<file path="src/hw/rtl/mpls_pkg.sv">
// ----------------------------------------------------------------------------
// mpls_pkg
// Shared types and constants of the multiplexed PWM LED scanner: transaction
// payloads, channel geometry layout, register indexes and the byte mask.
// ----------------------------------------------------------------------------
package mpls_pkg;

    typedef struct packed {
        logic       cmd;
        logic [1:0] channel_sel;
        logic [2:0] column_sel;
        logic [2:0] row_sel;
        logic [7:0] level;
    } in_item_t;

    typedef struct packed {
        logic [31:0] output_word;
        logic [1:0]  out_channel;
        logic [2:0]  out_column;
        logic        last;
    } out_item_t;

    // channel geometry register: columns, rows, bit offset
    typedef struct packed {
        logic [3:0] cols;
        logic [3:0] rows;
        logic [4:0] offset;
    } geom_t;

    localparam int GEOM_REGS  = 4;
    localparam int CFG_IDX_W  = 3;
    localparam int CFG_DATA_W = 13;

    typedef enum logic [CFG_IDX_W-1:0] {
        REG_ACTIVE_CHANNELS = 3'd0,
        REG_COUNTER_TOP     = 3'd1,
        REG_WORD_BYTES      = 3'd2,
        REG_CHAN0_GEOM      = 3'd3,
        REG_CHAN1_GEOM      = 3'd4,
        REG_CHAN2_GEOM      = 3'd5,
        REG_CHAN3_GEOM      = 3'd6
    } cfg_reg_t;

    localparam logic CMD_WRITE = 1'b0;
    localparam logic CMD_TICK  = 1'b1;

    function automatic logic [31:0] byte_mask(input logic [2:0] nbytes);
        logic [31:0] m;
        case (nbytes)
            3'd0:    m = 32'h0000_0000;
            3'd1:    m = 32'h0000_00FF;
            3'd2:    m = 32'h0000_FFFF;
            3'd3:    m = 32'h00FF_FFFF;
            default: m = 32'hFFFF_FFFF;
        endcase
        return m;
    endfunction

endpackage

</file>
<file path="src/hw/rtl/mpls_ram.sv">
// ----------------------------------------------------------------------------
// mpls_ram
// Generic single-write, single-read RAM with registered read data.
// ----------------------------------------------------------------------------
module mpls_ram #(
    parameter int WIDTH = 8,
    parameter int DEPTH = 256
) (
    input  logic                                   aclk,
    input  logic                                   we,
    input  logic [(DEPTH > 1 ? $clog2(DEPTH) : 1)-1:0] waddr,
    input  logic [WIDTH-1:0]                       wdata,
    input  logic                                   re,
    input  logic [(DEPTH > 1 ? $clog2(DEPTH) : 1)-1:0] raddr,
    output logic [WIDTH-1:0]                       rdata
);

    logic [WIDTH-1:0] mem [DEPTH];
    logic [WIDTH-1:0] rdata_reg;

    always_ff @(posedge aclk) begin
        if (we) begin
            mem[waddr] <= wdata;
        end
        if (re) begin
            rdata_reg <= mem[raddr];
        end
    end

    assign rdata = rdata_reg;

endmodule

</file>
<file path="src/hw/rtl/multiplexed_pwm_led_scanner_unit.sv">
// A level write is stored when accepted; a tick advances the PWM counter, then checks each
// channel slot in turn and builds one word per column in a row loop that reads one stored
// level per cycle. One transaction at a time; ready again once the scan passes the last
// channel slot, and the word output can stall the scan. Reset (synchronous,
// active low) clears control state, the registers and the per-entry valid bits.
// ----------------------------------------------------------------------------
// multiplexed_pwm_led_scanner_unit
// PWM scanner for multiplexed LED matrices feeding a shift-register chain:
// stores brightness levels and emits one active-low word per channel column.
// ----------------------------------------------------------------------------
module multiplexed_pwm_led_scanner_unit #(
    parameter int MAX_CHANNELS = 4,
    parameter int MAX_COLUMNS  = 8,
    parameter int MAX_ROWS     = 8,
    parameter int LEVEL_BITS   = 8
) (
    input  logic                               aclk,
    input  logic                               aresetn,
    input  logic                               s_valid,
    output logic                               s_ready,
    input  mpls_pkg::in_item_t                 s_data,
    output logic                               m_valid,
    input  logic                               m_ready,
    output mpls_pkg::out_item_t                m_data,
    input  logic                               cfg_valid,
    output logic                               cfg_ready,
    input  logic [mpls_pkg::CFG_IDX_W-1:0]     cfg_index,
    input  logic [mpls_pkg::CFG_DATA_W-1:0]    cfg_data
);

    import mpls_pkg::*;

    localparam int STORE_DEPTH = MAX_CHANNELS * MAX_COLUMNS * MAX_ROWS;
    localparam int ADDR_W      = (STORE_DEPTH > 1) ? $clog2(STORE_DEPTH) : 1;
    localparam int CH_STRIDE   = MAX_COLUMNS * MAX_ROWS;
    localparam int NCH_MAX     = (MAX_CHANNELS < GEOM_REGS) ? MAX_CHANNELS : GEOM_REGS;
    localparam int CMP_W       = (LEVEL_BITS > 8) ? LEVEL_BITS : 8;

    typedef enum logic [3:0] {
        S_IDLE = 4'b0001,
        S_CHAN = 4'b0010,
        S_ROW  = 4'b0100,
        S_EMIT = 4'b1000
    } state_t;

    // configuration registers
    logic [2:0] act_ch_reg;
    logic [7:0] cnt_top_reg;
    logic [2:0] word_bytes_reg;
    geom_t      geom_reg [GEOM_REGS];

    // sequencer and datapath
    state_t      state_reg, state_next;
    logic [2:0]  ch_reg, ch_next;
    logic [3:0]  col_reg, col_next;
    logic [3:0]  row_reg, row_next;
    logic [3:0]  rd_row_reg, rd_row_next;
    logic        rd_pend_reg, rd_pend_next;
    logic [4:0]  offset_reg, offset_next;
    logic [3:0]  rows_reg, rows_next;
    logic [3:0]  cols_reg, cols_next;
    logic [31:0] word_reg, word_next;
    logic [7:0]  pwm_cnt_reg, pwm_cnt_next;
    logic        m_valid_reg, m_valid_next;
    out_item_t   m_data_reg, m_data_next;

    logic [STORE_DEPTH-1:0] lvl_vld_reg;
    logic                   rd_vld_reg;

    logic [2:0]  nch;
    logic [3:0]  geom_cols [GEOM_REGS];
    logic [3:0]  cur_rows;
    logic [1:0]  last_ch;
    logic        s_accept;
    logic        wr_in_range;
    logic        wr_en;
    logic [ADDR_W-1:0] wr_addr;
    logic [ADDR_W-1:0] rd_addr;
    logic              rd_en;
    logic [LEVEL_BITS-1:0] wr_level;
    logic [LEVEL_BITS-1:0] rd_level;
    logic [LEVEL_BITS-1:0] lv_eff;
    logic        lvl_hit;
    logic [5:0]  row_pos;
    logic [5:0]  col_pos;
    logic [31:0] word_out;
    logic        out_free;
    logic        word_last;

    assign cfg_ready = 1'b1;
    assign s_ready   = (state_reg == S_IDLE);
    assign s_accept  = s_valid && s_ready;
    assign m_valid   = m_valid_reg;
    assign m_data    = m_data_reg;

    // configuration writes
    always_ff @(posedge aclk) begin
        if (!aresetn) begin
            act_ch_reg     <= '0;
            cnt_top_reg    <= 8'd255;
            word_bytes_reg <= 3'd4;
            for (int i = 0; i < GEOM_REGS; i++) begin
                geom_reg[i] <= '0;
            end
        end else if (cfg_valid && cfg_ready) begin
            case (cfg_reg_t'(cfg_index))
                REG_ACTIVE_CHANNELS: act_ch_reg     <= cfg_data[2:0];
                REG_COUNTER_TOP:     cnt_top_reg    <= cfg_data[7:0];
                REG_WORD_BYTES:      word_bytes_reg <= cfg_data[2:0];
                REG_CHAN0_GEOM:      geom_reg[0]    <= geom_t'(cfg_data);
                REG_CHAN1_GEOM:      geom_reg[1]    <= geom_t'(cfg_data);
                REG_CHAN2_GEOM:      geom_reg[2]    <= geom_t'(cfg_data);
                REG_CHAN3_GEOM:      geom_reg[3]    <= geom_t'(cfg_data);
                default: ;
            endcase
        end
    end

    // saturated channel count, column counts and the channel holding the final word
    always_comb begin
        nch = (act_ch_reg > 3'(NCH_MAX)) ? 3'(NCH_MAX) : act_ch_reg;
        last_ch = '0;
        for (int i = 0; i < GEOM_REGS; i++) begin
            geom_cols[i] = (geom_reg[i].cols > 4'(MAX_COLUMNS)) ? 4'(MAX_COLUMNS)
                                                               : geom_reg[i].cols;
            if ((3'(i) < nch) && (geom_cols[i] != '0)) begin
                last_ch = 2'(i);
            end
        end
        cur_rows = (geom_reg[ch_reg[1:0]].rows > 4'(MAX_ROWS)) ? 4'(MAX_ROWS)
                                                              : geom_reg[ch_reg[1:0]].rows;
    end

    // level store write side
    assign wr_in_range = (32'(s_data.channel_sel) < 32'(MAX_CHANNELS)) &&
                         (32'(s_data.column_sel) < 32'(MAX_COLUMNS)) &&
                         (32'(s_data.row_sel) < 32'(MAX_ROWS));
    assign wr_en    = s_accept && (s_data.cmd == CMD_WRITE) && wr_in_range;
    assign wr_addr  = ADDR_W'(32'(s_data.channel_sel) * CH_STRIDE +
                              32'(s_data.column_sel) * MAX_ROWS + 32'(s_data.row_sel));
    assign wr_level = LEVEL_BITS'(s_data.level);

    // level store read side, one row per cycle
    assign rd_en   = (state_reg == S_ROW) && (row_reg < rows_reg);
    assign rd_addr = ADDR_W'(32'(ch_reg[1:0]) * CH_STRIDE + 32'(col_reg) * MAX_ROWS +
                             32'(row_reg));

    mpls_ram #(
        .WIDTH (LEVEL_BITS),
        .DEPTH (STORE_DEPTH)
    ) u_level_ram (
        .aclk  (aclk),
        .we    (wr_en),
        .waddr (wr_addr),
        .wdata (wr_level),
        .re    (rd_en),
        .raddr (rd_addr),
        .rdata (rd_level)
    );

    // never-written entries read as zero
    always_ff @(posedge aclk) begin
        if (!aresetn) begin
            lvl_vld_reg <= '0;
        end else if (wr_en) begin
            lvl_vld_reg[wr_addr] <= 1'b1;
        end
    end

    always_ff @(posedge aclk) begin
        if (rd_en) begin
            rd_vld_reg <= lvl_vld_reg[rd_addr];
        end
    end

    // shared compare and bit-clear unit
    assign lv_eff   = rd_vld_reg ? rd_level : '0;
    assign lvl_hit  = CMP_W'(pwm_cnt_reg) > CMP_W'(lv_eff);
    assign row_pos  = 6'(offset_reg) + 6'(rd_row_reg);
    assign col_pos  = 6'(offset_reg) + 6'(rows_reg) + 6'(col_reg);
    assign word_out = (col_pos[5] ? word_reg : (word_reg & ~(32'd1 << col_pos[4:0]))) &
                      byte_mask(word_bytes_reg);
    assign out_free  = !m_valid_reg || m_ready;
    assign word_last = (ch_reg[1:0] == last_ch) && ((col_reg + 4'd1) == cols_reg);

    always_comb begin
        state_next   = state_reg;
        ch_next      = ch_reg;
        col_next     = col_reg;
        row_next     = row_reg;
        rd_row_next  = rd_row_reg;
        rd_pend_next = 1'b0;
        offset_next  = offset_reg;
        rows_next    = rows_reg;
        cols_next    = cols_reg;
        word_next    = word_reg;
        pwm_cnt_next = pwm_cnt_reg;
        m_valid_next = m_valid_reg && !m_ready;
        m_data_next  = m_data_reg;

        if (rd_pend_reg && lvl_hit && !row_pos[5]) begin
            word_next = word_reg & ~(32'd1 << row_pos[4:0]);
        end

        case (state_reg)
            S_IDLE: begin
                if (s_accept && (s_data.cmd == CMD_TICK)) begin
                    pwm_cnt_next = (pwm_cnt_reg >= cnt_top_reg) ? 8'd1 : pwm_cnt_reg + 8'd1;
                    ch_next      = '0;
                    state_next   = S_CHAN;
                end
            end
            S_CHAN: begin
                if (ch_reg >= nch) begin
                    state_next = S_IDLE;
                end else if (geom_cols[ch_reg[1:0]] == '0) begin
                    ch_next = ch_reg + 3'd1;
                end else begin
                    offset_next = geom_reg[ch_reg[1:0]].offset;
                    rows_next   = cur_rows;
                    cols_next   = geom_cols[ch_reg[1:0]];
                    col_next    = '0;
                    row_next    = '0;
                    word_next   = '1;
                    state_next  = S_ROW;
                end
            end
            S_ROW: begin
                if (rd_en) begin
                    row_next     = row_reg + 4'd1;
                    rd_row_next  = row_reg;
                    rd_pend_next = 1'b1;
                end else if (!rd_pend_reg) begin
                    state_next = S_EMIT;
                end
            end
            S_EMIT: begin
                if (out_free) begin
                    m_valid_next            = 1'b1;
                    m_data_next.output_word = word_out;
                    m_data_next.out_channel = ch_reg[1:0];
                    m_data_next.out_column  = col_reg[2:0];
                    m_data_next.last        = word_last;
                    if ((col_reg + 4'd1) < cols_reg) begin
                        col_next   = col_reg + 4'd1;
                        row_next   = '0;
                        word_next  = '1;
                        state_next = S_ROW;
                    end else begin
                        ch_next    = ch_reg + 3'd1;
                        state_next = S_CHAN;
                    end
                end
            end
            default: begin
                state_next = S_IDLE;
            end
        endcase
    end

    // control state
    always_ff @(posedge aclk) begin
        if (!aresetn) begin
            state_reg   <= S_IDLE;
            ch_reg      <= '0;
            rd_pend_reg <= 1'b0;
            pwm_cnt_reg <= '0;
            m_valid_reg <= 1'b0;
        end else begin
            state_reg   <= state_next;
            ch_reg      <= ch_next;
            rd_pend_reg <= rd_pend_next;
            pwm_cnt_reg <= pwm_cnt_next;
            m_valid_reg <= m_valid_next;
        end
    end

    // datapath
    always_ff @(posedge aclk) begin
        col_reg    <= col_next;
        row_reg    <= row_next;
        rd_row_reg <= rd_row_next;
        offset_reg <= offset_next;
        rows_reg   <= rows_next;
        cols_reg   <= cols_next;
        word_reg   <= word_next;
        m_data_reg <= m_data_next;
    end

`ifndef SYNTHESIS
    a_row_bound: assert property (@(posedge aclk) disable iff (!aresetn)
        (state_reg == S_ROW) |-> (row_reg <= rows_reg))
        else $error("row counter ran past the row count");

    a_pend_in_row: assert property (@(posedge aclk) disable iff (!aresetn)
        rd_pend_reg |-> (state_reg == S_ROW))
        else $error("level read outstanding outside the row loop");

    a_tick_counter: assert property (@(posedge aclk) disable iff (!aresetn)
        (s_accept && (s_data.cmd == CMD_TICK)) |=> (pwm_cnt_reg != 8'd0))
        else $error("pwm counter zero after a tick");

    a_emit_column: assert property (@(posedge aclk) disable iff (!aresetn)
        (state_reg == S_EMIT) |-> ((col_reg < cols_reg) && (ch_reg < nch)))
        else $error("word emitted for a column or channel out of range");
`endif

endmodule
</file>
<file path="config.mk">
export PLATFORM = sky130hd
export DESIGN_NAME = multiplexed_pwm_led_scanner_unit
export DESIGN_NICKNAME = d
export VERILOG_FILES = /design/src/hw/rtl/mpls_pkg.sv /design/src/hw/rtl/mpls_ram.sv /design/src/hw/rtl/multiplexed_pwm_led_scanner_unit.sv
export SDC_FILE = /design/constraint.sdc
export NUM_CORES = 2
export LEC_CHECK = 0
export BUFFER_PORTS_ARGS = -buffer_cell sky130_fd_sc_hd__buf_2
export CAP_MARGIN = 20
export CORE_MARGIN = 8
export CORE_UTILIZATION = 40
export CTS_BUF_LIST = sky130_fd_sc_hd__clkbuf_8
export DETAILED_ROUTE_END_ITERATION = 8
export PLACE_DENSITY = 0.55
export SLEW_MARGIN = 5
export SYNTH_ARGS = -nofsm -noshare
export SYNTH_HDL_FRONTEND = slang
export SYNTH_SLANG_ARGS = --single-unit
</file>
<file path="constraint.sdc">
create_clock -name aclk -period 3.73 [get_ports aclk]
set_input_delay 0.373 -clock aclk [delete_from_list [all_inputs] [get_ports aclk]]
set_output_delay 0.373 -clock aclk [all_outputs]
set_load 0.01 [all_outputs]
</file>
==> flow_summary.json <==
{
  "crit_top_cell": "buf_12",
  "start_kind": "register",
  "fillCellCount": 20600,
  "vias": 55400,
  "dp_slack_ps": -180,
  "grt_max_degree": 144,
  "drcViolationCount": 0,
  "placedCellCount": 9084,
  "gp_congestion": 0.860,
  "hp-class": "in2reg",
  "rsz0062_at_grt": "no",
  "yosys.area.top_type": "edfxtp_1",
  "synth_cells": 5490,
  "ys.flop_type": "edfxtp_1",
  "fin_crit_sh_pct": 102,
  "fmax_mhz": 263,
  "antenna_found_initial": 11,
  "setup_viol": 1,
  "ir_drop_uv": 332,
  "ys_types": 77,
  "hold_violations": 0,
  "worstPathMaxFanout": 76,
  "htree_levels": 5,
  "yosysWarnings": 0,
  "async_flop_share_pct": 0,
  "final_nets": 6445,
  "skew_ps": 76.8,
  "placed_area_um2": 106000,
  "ys_ff_latch": 2493,
  "violations": "setup timing",
  "cp.arrival_ps": 4700,
  "routed_wl_um": 282000,
  "insertion_delay_ps": 1090,
  "yosys.area.top_type_share_pct": 66.6,
  "clkTransAtPathRegs_ps": 70,
  "leakagePower_nw": 41.1,
  "power_density_nw_per_um2": 478,
  "max_slew_margin_pct": 16.4,
  "first_pass_iters": 5,
  "synthesis.area_um2": 98000,
  "drive_gt1_share_pct": 25.4,
  "critPathMaxStageDelay_ps": 1060,
  "area_growth_pct": 16.7,
  "core_um2": 243000,
  "drtIter0Drc": 5928,
  "instances_no_fill": 9909,
  "final_area_um2": 114000,
  "std_cell_rows": 181,
  "avgSynthCellArea_um2": 17.8,
  "grt_pass1_wl_um": 404000,
  "die_w_um": 511,
  "ctsRootBufferMaster": "clkbuf_8",
  "yosys-top-cells-area": "edfxtp_1 (67%), mux4_2 (10%), dfxtp_1 (6.6%)",
  "largest_register_ffs": 2048,
  "cp.required_ps": 4630,
  "synth.net_count": 5575,
  "ios": 79,
  "grt_usage_pct": 20.9,
  "cts_tree": "yes",
  "numPortBuffers": 77,
  "multi_input_area_um2": 24400,
  "path_cells": "buf_12 -> buf_12 -> mux4_2 -> mux2i_1 -> o311ai_0 -> a311o_1 -> nand3_1 -> nor3_1",
  "finalMaxSlewViolations": 0,
  "whs_ps": 30.9,
  "grt_pass1_vias": 55600,
  "ys_seq_area_share_pct": 73.1,
  "status": "complete, but fails checks",
  "ant_nets": 0,
  "clk_path_buf_depth": 4,
  "cpMaxStageDelayCell": "o311ai_0",
  "drt-wirelength-per-cell_um": 28.5,
  "regArea_um2": 71600,
  "numCtsBuffers": 419,
  "worst_slack_ps": -78.5,
  "critPathKind": "reg2reg",
  "clkSinkCount": 2493,
  "start_util_pct": 40.2,
  "worst_pin_slew_ps": 1250,
  "grt-ovfl-total": 0,
  "die_area_um2": 261000,
  "synth_edf_count": 2172,
  "worstSetupEndpointType": "register",
  "fp.dieH_um": 511,
  "avgViaCountPerCell": 5.59,
  "post-route-min-period_ps": 3810,
  "dpl.hpwl_um": 178000,
  "maxCapViolCount": 0,
  "post-route-util_pct": 47.0
}
[cells by family after synthesis]
family	synth area share [%]
fa+ha+maj	0.646
other cells	0.00383
flops	73.1
simple gates	4.42
buf+inv	2.14
compound gates	5.37
mux	14.1
xor+xnor	0.206
[area by class of cell]
class	instances	area share, %
Sequential cell	2493	62.7
Multi-Input combinational cell	2658	21.3
Clock buffer	468	5.63
Antenna cell	8	0.0175
Tap cell	3202	3.50
Inverter	30	0.112
Clock inverter	292	1.14
Timing Repair Buffer	758	5.60
[synth_stat cells (26+ instances only)]
| library cell | count |
|---|---|
| edfxtp_1 | 2172 |
| nor2_1 | 583 |
| mux4_2 | 433 |
| mux2i_1 | 372 |
| dfxtp_1 | 321 |
| nand2_1 | 178 |
| o221ai_1 | 152 |
| a21oi_1 | 142 |
| o21a_1 | 139 |
| clkbuf_1 | 129 |
| o21ai_0 | 108 |
| o22ai_1 | 102 |
| and2_1 | 63 |
| buf_2 | 55 |
| buf_6 | 53 |
| ha_1 | 41 |
| nor3_1 | 40 |
| nand3_1 | 36 |
| buf_1 | 28 |
| inv_1 | 27 |
| buf_8 | 26 |
[layer usage]
| metal | wire, um | global-route usage [%] | vias to the layer above |
|---|---|---|---|
| li1 | - | - | 23800 |
| met1 | 122000 | 29.2 | 28900 |
| met2 | 133000 | 33.7 | 2208 |
| met3 | 19200 | 3.47 | 472 |
| met4 | 8330 | 6.34 | 0 |
| met5 | 0 | 0 | - |
[repair_timing]
item	in CTS	in global routing
buffers inserted	0	1
pin swaps	0	1
endpoints found under the hold margin	636	0
setup endpoints to repair	4	5
gates cloned	0	2
resized for setup	4	7
hold buffers	54	0
[where the power goes]
| group | internal [mW] | switching, mW |
|---|---|---|
| Clock | 11.8 | 10.8 |
| Combinational | 0.446 | 1.18 |
| Sequential | 30.4 | 0.0428 |
| Total | 42.6 | 12.1 |
[path summary, 6_finish.rpt]
path | from | to | slack (ps) | cells after the start
setup / recovery | row_reg[1] | u_level_ram.rdata[2] | -80 | 8
hold reg to reg | lvl_vld_reg[218] | lvl_vld_reg[218] | 460 | 1
hold / removal | s_data[4] | u_level_ram.mem[205][4] | 30 | 1
setup reg to reg | row_reg[1] | u_level_ram.rdata[2] | -80 | 8
[worst max-delay path, delay by kind of cell, from the launching register on]
family                 cells  cell delay (ps)
AOI/OAI and AO/OA          2             1430
buffers and inverters      2              590
DFF                        1              470
muxes                      2              550
and+or+nand+nor            2              460
[placed cells by master, fill, tap and decap left out, drive strengths merged, types with 109 or more instances in the layout]
master	netlist	routed
dfxtp	321	321
edfxtp	2172	2172
a21oi	142	142
o221ai	153	153
mux2i	372	372
clkinv	1	109
clkbuf	130	473
inv	29	203
buf	179	699
nand2	178	178
o21a	139	139
nor2	583	583
mux4	443	443
[per-stage QoR]
stage | TNS [ps] | power (mW)
after floorplan | 0 | 31.6
after global placement | -955 | 32.5
after detailed placement | -444 | 32.6
after CTS | -22.5 | 55.1
after global routing | 0 | 56.4
final | -78.5 | 54.6
Power figures use the tool's default switching activity.
